[config.mk]
export PLATFORM = sky130hd
export DESIGN_NAME = hg4s_axis
export DESIGN_NICKNAME = d
export VERILOG_FILES = /design/src/hw/rtl/hg4s_pkg.sv /design/src/hw/rtl/hg4s_mod.sv /design/src/hw/rtl/hg4s_axis.sv
export SDC_FILE = /design/constraint.sdc
export NUM_CORES = 1
export LEC_CHECK = 0
export ABC_AREA = 1
export BUFFER_PORTS_ARGS = -buffer_cell sky130_fd_sc_hd__buf_2
export CAP_MARGIN = 25
export CORE_MARGIN = 2
export CORE_UTILIZATION = 40
export CTS_BUF_LIST = sky130_fd_sc_hd__clkbuf_16
export DETAILED_ROUTE_END_ITERATION = 12
export SLEW_MARGIN = 20
export SYNTH_ARGS = -nofsm -noshare
export SYNTH_HDL_FRONTEND = slang
export SYNTH_SLANG_ARGS = --single-unit
[constraint.sdc]
create_clock -name clk -period 11.7 [get_ports clk]
set_input_delay 0.585 -clock clk [delete_from_list [all_inputs] [get_ports clk]]
set_output_delay 0.585 -clock clk [all_outputs]
set_load 0.005 [all_outputs]
[src/hw/rtl/hg4s_pkg.sv]
// hg4s_pkg: constants, types and helpers of the heightfield gather sampler
// no dependencies
package hg4s_pkg;

  localparam int MAX_COLS    = 256;
  localparam int MAX_ROWS    = 256;
  localparam int STORE_DEPTH = MAX_COLS * MAX_ROWS;
  localparam int ADDR_W      = $clog2(STORE_DEPTH);

  localparam int TEXEL_W = 32;
  localparam int COORD_W = 24;
  localparam int FRAC_W  = 16;
  localparam int SIZE_W  = 9;
  localparam int POS_W   = 8;

  localparam int PROD_W = COORD_W + SIZE_W + 1;
  localparam int IDX_W  = PROD_W - FRAC_W;
  localparam logic signed [PROD_W-1:0] HALF_Q = PROD_W'(1) <<< (FRAC_W - 1);

  // remainder pipeline
  localparam int MOD_W      = SIZE_W + IDX_W - 1;
  localparam int MOD_STAGES = 4;
  localparam int MOD_STEP   = (MOD_W + MOD_STAGES - 1) / MOD_STAGES;
  localparam int MOD_PAD    = MOD_STEP * MOD_STAGES;

  localparam int AXIS_LAT   = MOD_STAGES + 3;
  localparam int RESULT_LAT = AXIS_LAT + 2;

  localparam logic ACT_WRITE   = 1'b0;
  localparam logic ACT_GATHER  = 1'b1;
  localparam logic MODE_CLAMP  = 1'b0;
  localparam logic MODE_REPEAT = 1'b1;

  localparam int PADDR_W   = 4;
  localparam int REG_IDX_W = 2;
  localparam logic [REG_IDX_W-1:0] REG_FIELD_WIDTH  = 2'd0;
  localparam logic [REG_IDX_W-1:0] REG_FIELD_HEIGHT = 2'd1;
  localparam logic [REG_IDX_W-1:0] REG_ADDRESS_MODE = 2'd2;

  localparam int NUM_BANKS = 4;

  typedef logic [SIZE_W-1:0] size_t;

  typedef struct packed {
    size_t n;
    logic  wrap;
  } axis_cfg_t;

  typedef struct packed {
    size_t lo;
    size_t hi;
  } axis_pair_t;

  typedef struct packed {
    logic               action;
    logic [POS_W-1:0]   col;
    logic [POS_W-1:0]   row;
    logic [TEXEL_W-1:0] value;
  } op_t;

  function automatic size_t eff_size(size_t v, int maxv);
    size_t s;
    if (v == '0) begin
      s = SIZE_W'(1);
    end else if (int'(v) > maxv) begin
      s = SIZE_W'(maxv);
    end else begin
      s = v;
    end
    return s;
  endfunction

endpackage

[src/hw/rtl/hg4s_mod.sv]
// hg4s_mod: pipelined restoring remainder of a non-negative value by the field size
// depends on hg4s_pkg
module hg4s_mod (
  input  logic                        clk,
  input  logic [hg4s_pkg::MOD_W-1:0]  q_in,
  input  hg4s_pkg::size_t             n,
  output hg4s_pkg::size_t             rem
);
  import hg4s_pkg::*;

  logic [MOD_PAD-1:0] q_r [MOD_STAGES-1];
  size_t              r_r [MOD_STAGES];

  for (genvar s = 0; s < MOD_STAGES; s++) begin : g_stage
    localparam int HI = MOD_PAD - 1 - s * MOD_STEP;
    logic [MOD_PAD-1:0] q_cur;
    size_t              r_cur;
    size_t              r_nxt;
    logic [SIZE_W:0]    step_t;

    if (s == 0) begin : g_first
      assign q_cur = MOD_PAD'(q_in);
      assign r_cur = '0;
    end else begin : g_next
      assign q_cur = q_r[s-1];
      assign r_cur = r_r[s-1];
    end

    always_comb begin
      r_nxt  = r_cur;
      step_t = '0;
      for (int k = 0; k < MOD_STEP; k++) begin
        step_t = {r_nxt, q_cur[HI-k]};
        if (step_t >= {1'b0, n}) begin
          step_t = step_t - {1'b0, n};
        end
        r_nxt = step_t[SIZE_W-1:0];
      end
    end

    always_ff @(posedge clk) begin
      r_r[s] <= r_nxt;
    end

    if (s < MOD_STAGES - 1) begin : g_carry
      always_ff @(posedge clk) begin
        q_r[s] <= q_cur;
      end
    end
  end

  assign rem = r_r[MOD_STAGES-1];

endmodule

[src/hw/rtl/hg4s_axis.sv]
// hg4s_axis: base index and addressed neighbour pair for one axis
// depends on hg4s_pkg and hg4s_mod
module hg4s_axis (
  input  logic                                 clk,
  input  logic signed [hg4s_pkg::COORD_W-1:0]  coord,
  input  hg4s_pkg::axis_cfg_t                  cfg,
  output hg4s_pkg::axis_pair_t                 pair
);
  import hg4s_pkg::*;

  logic signed [PROD_W-1:0] prod_nxt, prod_r;
  logic signed [PROD_W-1:0] shift_t;
  logic [IDX_W-1:0]         p_nxt, p_r;
  logic [IDX_W-1:0]         p1;
  logic [MOD_W-1:0]         q_in;
  size_t                    rem;
  logic [SIZE_W:0]          rem_inc;
  axis_pair_t               clamp_nxt;
  axis_pair_t               clamp_r [MOD_STAGES];
  axis_pair_t               pair_nxt, pair_r;
  logic signed [SIZE_W:0]   n_s;

  function automatic size_t clamp_pos(logic [IDX_W-1:0] p, size_t n);
    size_t c;
    if (p[IDX_W-1]) begin
      c = '0;
    end else if (p >= IDX_W'(n)) begin
      c = n - SIZE_W'(1);
    end else begin
      c = p[SIZE_W-1:0];
    end
    return c;
  endfunction

  assign n_s      = $signed({1'b0, cfg.n});
  assign prod_nxt = PROD_W'(coord) * PROD_W'(n_s);
  assign shift_t  = prod_r - HALF_Q;
  assign p_nxt    = shift_t[PROD_W-1:FRAC_W];
  assign p1       = p_r + IDX_W'(1);

  // offset by a multiple of the size so the remainder input is never negative
  assign q_in = {{(MOD_W-IDX_W){p_r[IDX_W-1]}}, p_r} + (MOD_W'(cfg.n) << (IDX_W - 1));

  assign clamp_nxt.lo = clamp_pos(p_r, cfg.n);
  assign clamp_nxt.hi = clamp_pos(p1, cfg.n);

  hg4s_mod u_mod (
    .clk  (clk),
    .q_in (q_in),
    .n    (cfg.n),
    .rem  (rem)
  );

  assign rem_inc = {1'b0, rem} + (SIZE_W+1)'(1);

  always_comb begin
    if (cfg.wrap == MODE_REPEAT) begin
      pair_nxt.lo = rem;
      pair_nxt.hi = (rem_inc == {1'b0, cfg.n}) ? '0 : rem_inc[SIZE_W-1:0];
    end else begin
      pair_nxt = clamp_r[MOD_STAGES-1];
    end
  end

  always_ff @(posedge clk) begin
    prod_r     <= prod_nxt;
    p_r        <= p_nxt;
    clamp_r[0] <= clamp_nxt;
    for (int k = 1; k < MOD_STAGES; k++) begin
      clamp_r[k] <= clamp_r[k-1];
    end
    pair_r <= pair_nxt;
  end

  assign pair = pair_r;

endmodule

# After elaboration in Yosys (flattened, before gate mapping)
# Memories as Yosys holds them, arrays and structs flattened.
# Cells that the tools add are included.
# W data, S select, Z words.
classes:
  n_addsub: 33
  n_lt_le_gt_ge: 30
  muxes: 34
  multipliers: 1
  n_eq_ne: 1
ops:
  columns: ["cell", "n"]
  rows:
  - ["$mux W9", 33]
  - ["$ge A10 B9 Y1", 27]
  - ["$sub A9 B9 Y9", 27]
  - ["$ge A18 B9 Y1", 2]
  - ["$mul A24 B10 Y34", 1]
  - ["$sub A34 B17 Y34 const B", 1]
  - ["$add A26 B26 Y26", 1]
  - ["$add A18 B1 Y18 const B", 1]
  - ["$mux W18", 1]
  - ["$add A9 B1 Y10 const B", 1]
  - ["$eq A10 B9 Y1", 1]
  - ["$ge A1 B9 Y1 const A", 1]
  - ["$sub A1 B9 Y9 const A", 1]
  - ["$sub A9 B1 Y9 const B", 1]
totals:
  register_bits: 70
  mem_count: 3
  elab_cells: 106
  output_inout_bits: 18
  mem_bits_rw: 192
  input_bits: 35
mem_list:
  columns: ["memory", "words", "word_bits", "rd", "rd_ports_with_merged_regs", "wr", "line_no", "rtl"]
  rows:
  - ["u_mod.q_r", 3, 28, 3, 0, 3, "hg4s_mod.sv:11", "logic [MOD_PAD-1:0] q_r [MOD_STAGES-1];"]
  - ["clamp_r", 4, 18, 4, 0, 4, "hg4s_axis.sv:19", "axis_pair_t clamp_r [MOD_STAGES];"]
  - ["u_mod.r_r", 4, 9, 4, 0, 4, "hg4s_mod.sv:12", "size_t r_r [MOD_STAGES];"]

# Logic depth before layout (Yosys ltp)
# Gate-level depths: netlist of run 1.
# An unclocked memory read counts as a cell.
depth:
  ltp_word: 15
  mapped_depth: 83
  depth_no_buf: 79

# Cells and area by module
# A second synthesis of run 1 with hierarchy kept.
hier_totals:
  hier_cells: 4170
  hier_area_um2: 28833.9
modules_own_cells:
  columns: ["module", "area_each_um2", "cells_each", "instances"]
  rows:
  - ["hg4s_mod", 15650.0, 2413, 1]
  - ["hg4s_axis", 13183.9, 1757, 1]

# Least setup slack after synthesis of run 1
# OpenSTA, ideal clock, no wires.
synth_path:
  path_kind: "input to register"
  from: "input cfg[2] (netlist name)"
  to: "memory u_mod.r_r[3][1] (netlist name)"
  setup_time_ps: 58
  path_slack_ps: -935
  required_time_ps: 11642
  arrival_ps: 12577
  path_stages: 74
  path_buffers: 4
  path_cell_list: "buf_6 > clkbuf_1 > inv_1 > fa_1 > nand3_1 > nand3_1 > nand2_1 > nand2_1 > a21oi_2 > buf_4 > o21ai_0 > ha_1 > nand2_1 > nand2_1 > a21oi_1 > nand2_1 > a21oi_2 > nand2_1 > (+38 left out) > inv_1 > nor2_1 > nor3_1 > a21boi_0 > nor2_2 > nand3_4 > nand2_1 > nand2_1 > fa_1 > nand3_1 > nand2_1 > nand2_1 > o211ai_1 > a221oi_1 > inv_1 > a21oi_4 > nand3_1 > nand2_1"
synth_rtl:
  columns: ["item", "line_no", "rtl"]
  rows:
  - ["start, declared", "hg4s_axis.sv:6", "input hg4s_pkg::axis_cfg_t cfg,"]
  - ["end, declared", "hg4s_mod.sv:12", null]

==> flow_summary_export.csv, run 1 <==
group,metric,value,unit
run_status,status,"finished clean",
yosys,yosys.area_share.simple,0.267,
placement,gp_congestion,0.921,
yosys,synthXorXnorAreaFrac,0.0760,
setup_path,critPathMaxFanout,8,
sta,fmax,0.0908,GHz
cts,clockBufferDepth,3,
cts,cts_made_buffers,21,
floorplan,core,69800,sq um
min_path,hp-start,"clamp_r[2][10]",
setup_path,r2r_slack,0.68,ns
setup_path,critPathLaunchType,"flip-flop",
yosys,synth_common_cells,"1,101 x nand2_1, 725 x inv_1, 345 x ha_1, 244 x nand3_1, 217 x a21oi_1",
run,maxCapViolations,0,
yosys,synth_enable_flop_cells,0,
detailed_routing,drc,0,
yosys,yosysMostFrequentCell,"nand2_1",
cts,h-tree-depth,1,
yosys,synth_top_area_share,0.154,
floorplan,die_h,269,microns
placement,hpwlAfterDp,61.5,mm
setup_path,cp_slowest_cell,"fa_2",
sta,fin_skew,0.0289,ns
floorplan,rows,97,
min_path,min_to,"clamp_r[3][10]",
yosys,synth_compound_area_frac,0.101,
yosys,netlist_area,28100,sq um
sta,period_minus_slack,11.02,ns
yosys,synth_seq_cells,205,
setup_path,rr_startpoint,"u_mod.q_r[0][62]",
yosys,ys.flop_type,"dfxtp_1",
yosys,seq_area_frac_synth,0.146,
min_path,hold_depth,0,
sta,period_share,0.942,
yosys,synth_top_family_by_area,"adder cells",
cts,cts_tree,"done",
sta,worst_slew_pin_slew,0.662,ns
yosys,synthTopCellsByArea,"ha_1 15%, nand2_1 15%, dfxtp_1 15%, fa_1 15%, inv_1 9.7%",
final_layout,final_layout_size_suffix_gt1_frac,0.138,
yosys,synth_cell_types,58,
sta,drv_slew,0,
floorplan,die_w,269,microns
detailed_routing,ant_nets,0,
floorplan,dieArea,72400,sq um
detailed_routing,firstDrtPassIters,6,
min_path,hp-class,"flip-flop to flip-flop",
grt,track_usage,0.208,
yosys,synth_warnings,0,
detailed_routing,drt_iter0_drc,1485,
detailed_routing,via_count,25500,
setup_path,cp_common_cell,"nand2_1",
sta,relSlewSlack,0.556,
sta,hold_ws,0.306,ns
floorplan,initial_core_util,0.403,
setup_path,critical_path.max_stage_delay,0.41,ns
cts,clk_pin_slew,0.07,ns
yosys,synth_mux_area_frac,0,
yosys,async_flop_share,0,
detailed_routing,drt_wl_total,76.8,mm
setup_path,worstReg2RegEnd,"u_mod.r_r[3][8]",
yosys,synth_top_area_cell,"ha_1",
grt,grt_pass1_vias,24600,
grt,grt_overflow,0,
yosys,syn_nets,4543,
cts,worstSkewPairLatency,0.54,ns
setup_path,required,12.17,ns
placement,portBuffers,52,
floorplan,io_pins,53,
detailed_routing,vias_per_cell,4.91,
yosys,syn_inst,3959,
grt,grt_max_degree,33,
sta,hold_viol_final,0,
sta,setup_viol,0,
detailed_routing,wl_per_cell,14.8,microns
setup_path,reg2reg_depth,72,
yosys,avgSynthCellArea,7.10,sq um
cts,cts.sinks,205,
grt,antenna_found_initial,5,
setup_path,crit_path_end_kind,"flip-flop",
final_layout,nNetsFinal,4818,
final_layout,fillers,7137,
cts,root_buffer,"clkbuf_16",
final_layout,area_growth,16.2,%
setup_path,path_class,"flip-flop to flip-flop",
yosys,synthAdderAreaFrac,0.299,
setup_path,crit_arrival,11.49,ns
grt,grt_pass1_wl,125,mm
[through the flow]
step | cell area, sq um | TNS (ns) | instances | worst slack (ns) | utilization
6_report | 32700 | 0 | 5190 | 0.684 | 0.468
5_1_grt | 32700 | -1.36 | 5190 | -0.150 | 0.468
4_1_cts | 31900 | 0 | 5148 | 0.0112 | 0.457
3_5_place_dp | 31200 | -5.35 | 5110 | -0.385 | 0.448
3_3_place_gp | 31200 | -1.91 | 5110 | -0.170 | 0.448
2_1_floorplan | 28400 | -0.240 | 3959 | -0.0248 | -
[what timing repair did]
action	CTS	global route
endpoints found under the hold margin	0	0
pin swaps	0	50
resized for setup	0	108
buffers inserted	1	36
setup endpoints to repair	1	36
hold buffers	0	0
gates cloned	0	4
[cell families after synthesis]
| logic type | count (synthesis) |
|---|---|
| and+or+nand+nor | 1678 |
| buffers and inverters | 805 |
| adders and majority gates | 549 |
| AOI/OAI and AO/OA | 478 |
| xor gates and xnor gates | 244 |
| DFF | 205 |
[placed cells by master (no fill, tap or decap), drive strengths merged, types with 7 or more instances in the layout]
cell,instances
nand2,1126
inv,735
ha,345
buf,322
nand3,285
a21oi,229
dfxtp,205
fa,204
xor2,161
nor2,156
o21ai,127
xnor2,83
nand4,55
nor3,28
o211ai,25
o21bai,25
clkbuf,21
nand3b,14
a21o,12
a31oi,11
o31ai,9
a221oi,9
nor4,8
a21boi,7
clkinv,7
[state kept, by name, indices dropped and copies added (netlist names)]
signal	flops
u_mod.q_r	42
p_r	18
clamp_r	72
u_mod.r_r	36
prod_r	19
pair	18
[per-layer routing]
metal / wire length [microns] / global-route usage / vias to the layer above / part of all wire
met1: 35800 / 0.279 / 11800 / 0.47
met2: 37100 / 0.367 / 452 / 0.48
met3: 2500 / 0.0114 / 89 / 0.032
li1: - / - / 13200 / -
met5: 0 / 0 / - / 0
met4: 1490 / 0.0475 / 0 / 0.019
[worst max path at each step]
| stage | startpoint | end | slack, ns | cells past startpoint |
|---|---|---|---|---|
| 4_1_cts | u_mod.q_r[0][62] | u_mod.r_r[3][8] | 0.01 | 68 |
| 5_1_grt | u_mod.q_r[0][62] | u_mod.r_r[3][3] | -0.15 | 70 |
| 3_3_place_gp | cfg[6] | u_mod.r_r[1][0] | -0.17 | 70 |
| 6_report | u_mod.q_r[0][62] | u_mod.r_r[3][8] | 0.68 | 72 |
| 3_5_place_dp | cfg[1] | u_mod.r_r[3][8] | -0.39 | 68 |
| 2_1_floorplan | cfg[2] | u_mod.r_r[3][1] | -0.02 | 73 |
[area by class of cell]
cell class / count / area, sq um / area share
multi-input cells: 2952 / 21600 / 0.661
clock buffers: 21 / 526 / 0.0161
inverters: 732 / 2760 / 0.0845
flip-flops and latches: 205 / 4100 / 0.126
well taps: 940 / 1180 / 0.0360
diodes: 2 / 5.00 / 0.000153
repair buffers: 322 / 2360 / 0.0721
clock inverters: 16 / 133 / 0.00406
[worst max-delay path, delay by kind of cell, from the launching register on]
kind	cells	cell delay, ns
AND/OR/NAND/NOR	37	3.43
adder cells (fa/ha/maj)	8	2.19
buffers and inverters	11	1.39
AO/OA/AOI/OAI	15	3.47
XOR/XNOR	1	0.13
flip-flops	1	0.31
Power of run 1 is left out: the tool's default activity adds up to more than one toggle a clock period on the data nets, which glitch-free logic cannot reach.
==> run 2: changes to the inputs <==
- ABC_AREA: 1 -> default
==> run 2 against run 1 <==
Net effect: the flow now finishes with violations (negative setup slack); utilization up 12 points; clock skew down 0.012 ns; sequential share of layout area down 2.0 points; wire length up 10%; clock-buffer cell count unchanged; critical path type is now input port to flip-flop.
==> flow_summary_export.csv, run 2 <==
group,metric,value,unit
setup_path,crit_path_end_kind,"flip-flop",
yosys,seq_area_frac_synth,0.154,
grt,grt_pass1_vias,26400,
sta,worst_slack,-1.35,ns
sta,setup_viol,36,
sta,hold_viol_final,0,
yosys,async_flop_share,0,
yosys,synth_top_area_share,0.162,
setup_path,cp_common_cell,"buf_4",
detailed_routing,ant_nets,0,
yosys,avgSynthCellArea,8.72,sq um
min_path,hp-class,"flip-flop to flip-flop",
sta,rsz0062_at_grt,"true",
floorplan,die_w,262,microns
cts,h-tree-depth,1,
setup_path,r2r_slack,-1.34,ns
sta,drv_slew,0,
sta,fmax,0.0766,GHz
cts,worstSkewPairLatency,0.52,ns
final_layout,layout_common_cells,"923 x buf_4, 336 x inv_1, 261 x ha_1",
setup_path,rr_startpoint,"u_mod.q_r[0][41]",
placement,portBuffers,52,
final_layout,fillers,5675,
cts,clk_pin_slew,0.07,ns
setup_path,reg2reg_depth,63,
sta,fin_skew,0.0166,ns
min_path,min_to,"clamp_r[1][10]",
floorplan,die_h,262,microns
yosys,synth_cell_types,90,
yosys,ys.flop_type,"dfxtp_1",
floorplan,rows,94,
placement,gp_congestion,0.910,
yosys,synthTopCellsByArea,"ha_1 16%, dfxtp_1 15%, fa_1 15%, inv_1 5.0%, xnor2_1 4.6%",
final_layout,nNetsFinal,4637,
final_layout,fin_util,0.590,
sta,relSlewSlack,0.376,
floorplan,dieArea,68800,sq um
final_layout,top_regs,"clamp_r x72, u_mod.q_r x42, u_mod.r_r x36",
setup_path,crit_arrival,13.45,ns
detailed_routing,vias_per_cell,5.23,
setup_path,critical_path.max_stage_delay,0.52,ns
detailed_routing,via_count,25800,
grt,grt_overflow,0,
setup_path,cp_slowest_cell,"a2111o_1",
yosys,synth_seq_cells,205,
grt,grt_pass1_wl,136,mm
floorplan,io_pins,53,
min_path,hold_depth,0,
detailed_routing,wl_per_cell,17.2,microns
run_status,violations,"negative setup slack",
setup_path,path_class,"input port to flip-flop",
grt,track_usage,0.239,
placement,hpwlAfterDp,63.1,mm
setup_path,critPathLaunchType,"input port",
grt,antenna_found_initial,3,
setup_path,required,12.09,ns
cts,root_buffer,"clkbuf_16",
final_layout,area_growth,45.8,%
setup_path,worstReg2RegEnd,"u_mod.r_r[2][4]",
cts,clockBufferDepth,3,
final_layout,largest_register_ffs,72,
min_path,hp-start,"clamp_r[0][10]",
detailed_routing,drt_wl_total,84.6,mm
yosys,yosysMostFrequentCell,"inv_1",
grt,grt_max_degree,32,
final_layout,multi_input_area,23800,sq um
yosys,synth_common_cells,"352 x inv_1, 345 x ha_1, 205 x dfxtp_1, 204 x fa_1, 199 x nand2_1",
cts,holdBufCountCts,0,
floorplan,core,65900,sq um
detailed_routing,drt_iter0_drc,1322,
sta,period_share,1.12,
yosys,synth_warnings,0,
yosys,syn_inst,3060,
run_status,status,"complete, but fails checks",
detailed_routing,drc,0,
cts,cts_made_buffers,21,
run,maxCapViolations,0,
floorplan,initial_core_util,0.405,
sta,period_minus_slack,13.05,ns
setup_path,critPathMaxFanout,7,
final_layout,largest-register,"clamp_r",
detailed_routing,firstDrtPassIters,6,
cts,cts.sinks,205,
cts,cts_tree,"done",
final_layout,final_layout_size_suffix_gt1_frac,0.381,
yosys,netlist_area,26700,sq um
yosys,synth_enable_flop_cells,0,
final_layout,final_common_cell,"buf_4",
sta,worst_slew_pin_slew,0.930,ns
yosys,syn_nets,3644,
placement,dp_slack,-2.29,ns
yosys,synth_top_area_cell,"ha_1",
final_layout,seq_area,4110,sq um
[run 2: per-stage QoR]
step	cell area, sq um	setup TNS [ns]	cells	hold WS, ns
after floorplan	27800	-83.67	3060	0.310
after global placement	34700	-63.64	4713	0.310
after detailed placement	34700	-69.84	4713	0.312
after CTS	37800	-28.72	4881	0.323
after global routing	38900	-53.16	4933	0.328
final	38900	-32.96	4933	0.322
[run 2: layout make-up]
type                       instances  area share
timing repair buffer            1029       0.204
clock buffer                      21      0.0135
sequential                       205       0.106
multi-input combinational       2444       0.611
inverter                         352      0.0343
antenna                            1   0.0000643
tap                              864      0.0278
clock inverter                    17     0.00370
[run 2: routing by layer]
layer / wire [microns] / track usage / vias up
li1: - / - / 12600
met1: 37900 / 0.315 / 12400
met2: 40500 / 0.412 / 567
met3: 3500 / 0.0248 / 162
met4: 2660 / 0.0736 / 0
met5: 0 / 0 / -
[run 2: critical path: cells and delay by family]
family | cells | cell delay [ns]
fa+ha+maj | 7 | 1.97
simple gates | 13 | 2.49
buf+inv | 15 | 2.02
compound gates | 23 | 4.73
mux | 6 | 1.63
[run 2: worst max-delay path by stage]
stage / startpoint / end / cells after the start
after floorplan: cfg[2] / u_mod.r_r[3][3] / 66
after global placement: cfg[2] / u_mod.r_r[2][0] / 66
after detailed placement: cfg[1] / u_mod.r_r[2][0] / 65
after CTS: u_mod.q_r[0][41] / u_mod.r_r[2][4] / 66
after global routing: u_mod.q_r[0][62] / u_mod.r_r[3][3] / 66
final: cfg[2] / u_mod.r_r[2][4] / 64
[run 2: kinds of logic (layout without fill, tap and decap cells)]
logic type      count (synthesis)  count (layout)  share of synthesized area
buf+inv                       413            1419                     0.0591
xor+xnor                      234             234                     0.0768
flops                         205             205                      0.154
fa+ha+maj                     549             549                      0.315
simple gates                  867             867                      0.168
other cells                     0               1                          0
mux                           168             170                     0.0699
compound gates                624             624                      0.158
[run 2: timing repair]
item	CTS	global route
cloned	3	0
hold endpoints to repair	0	0
setup buffers	129	51
resized for setup	281	143
pin swaps	151	152
setup endpoints to repair	36	36
Power of run 2 is left out for the same reason.
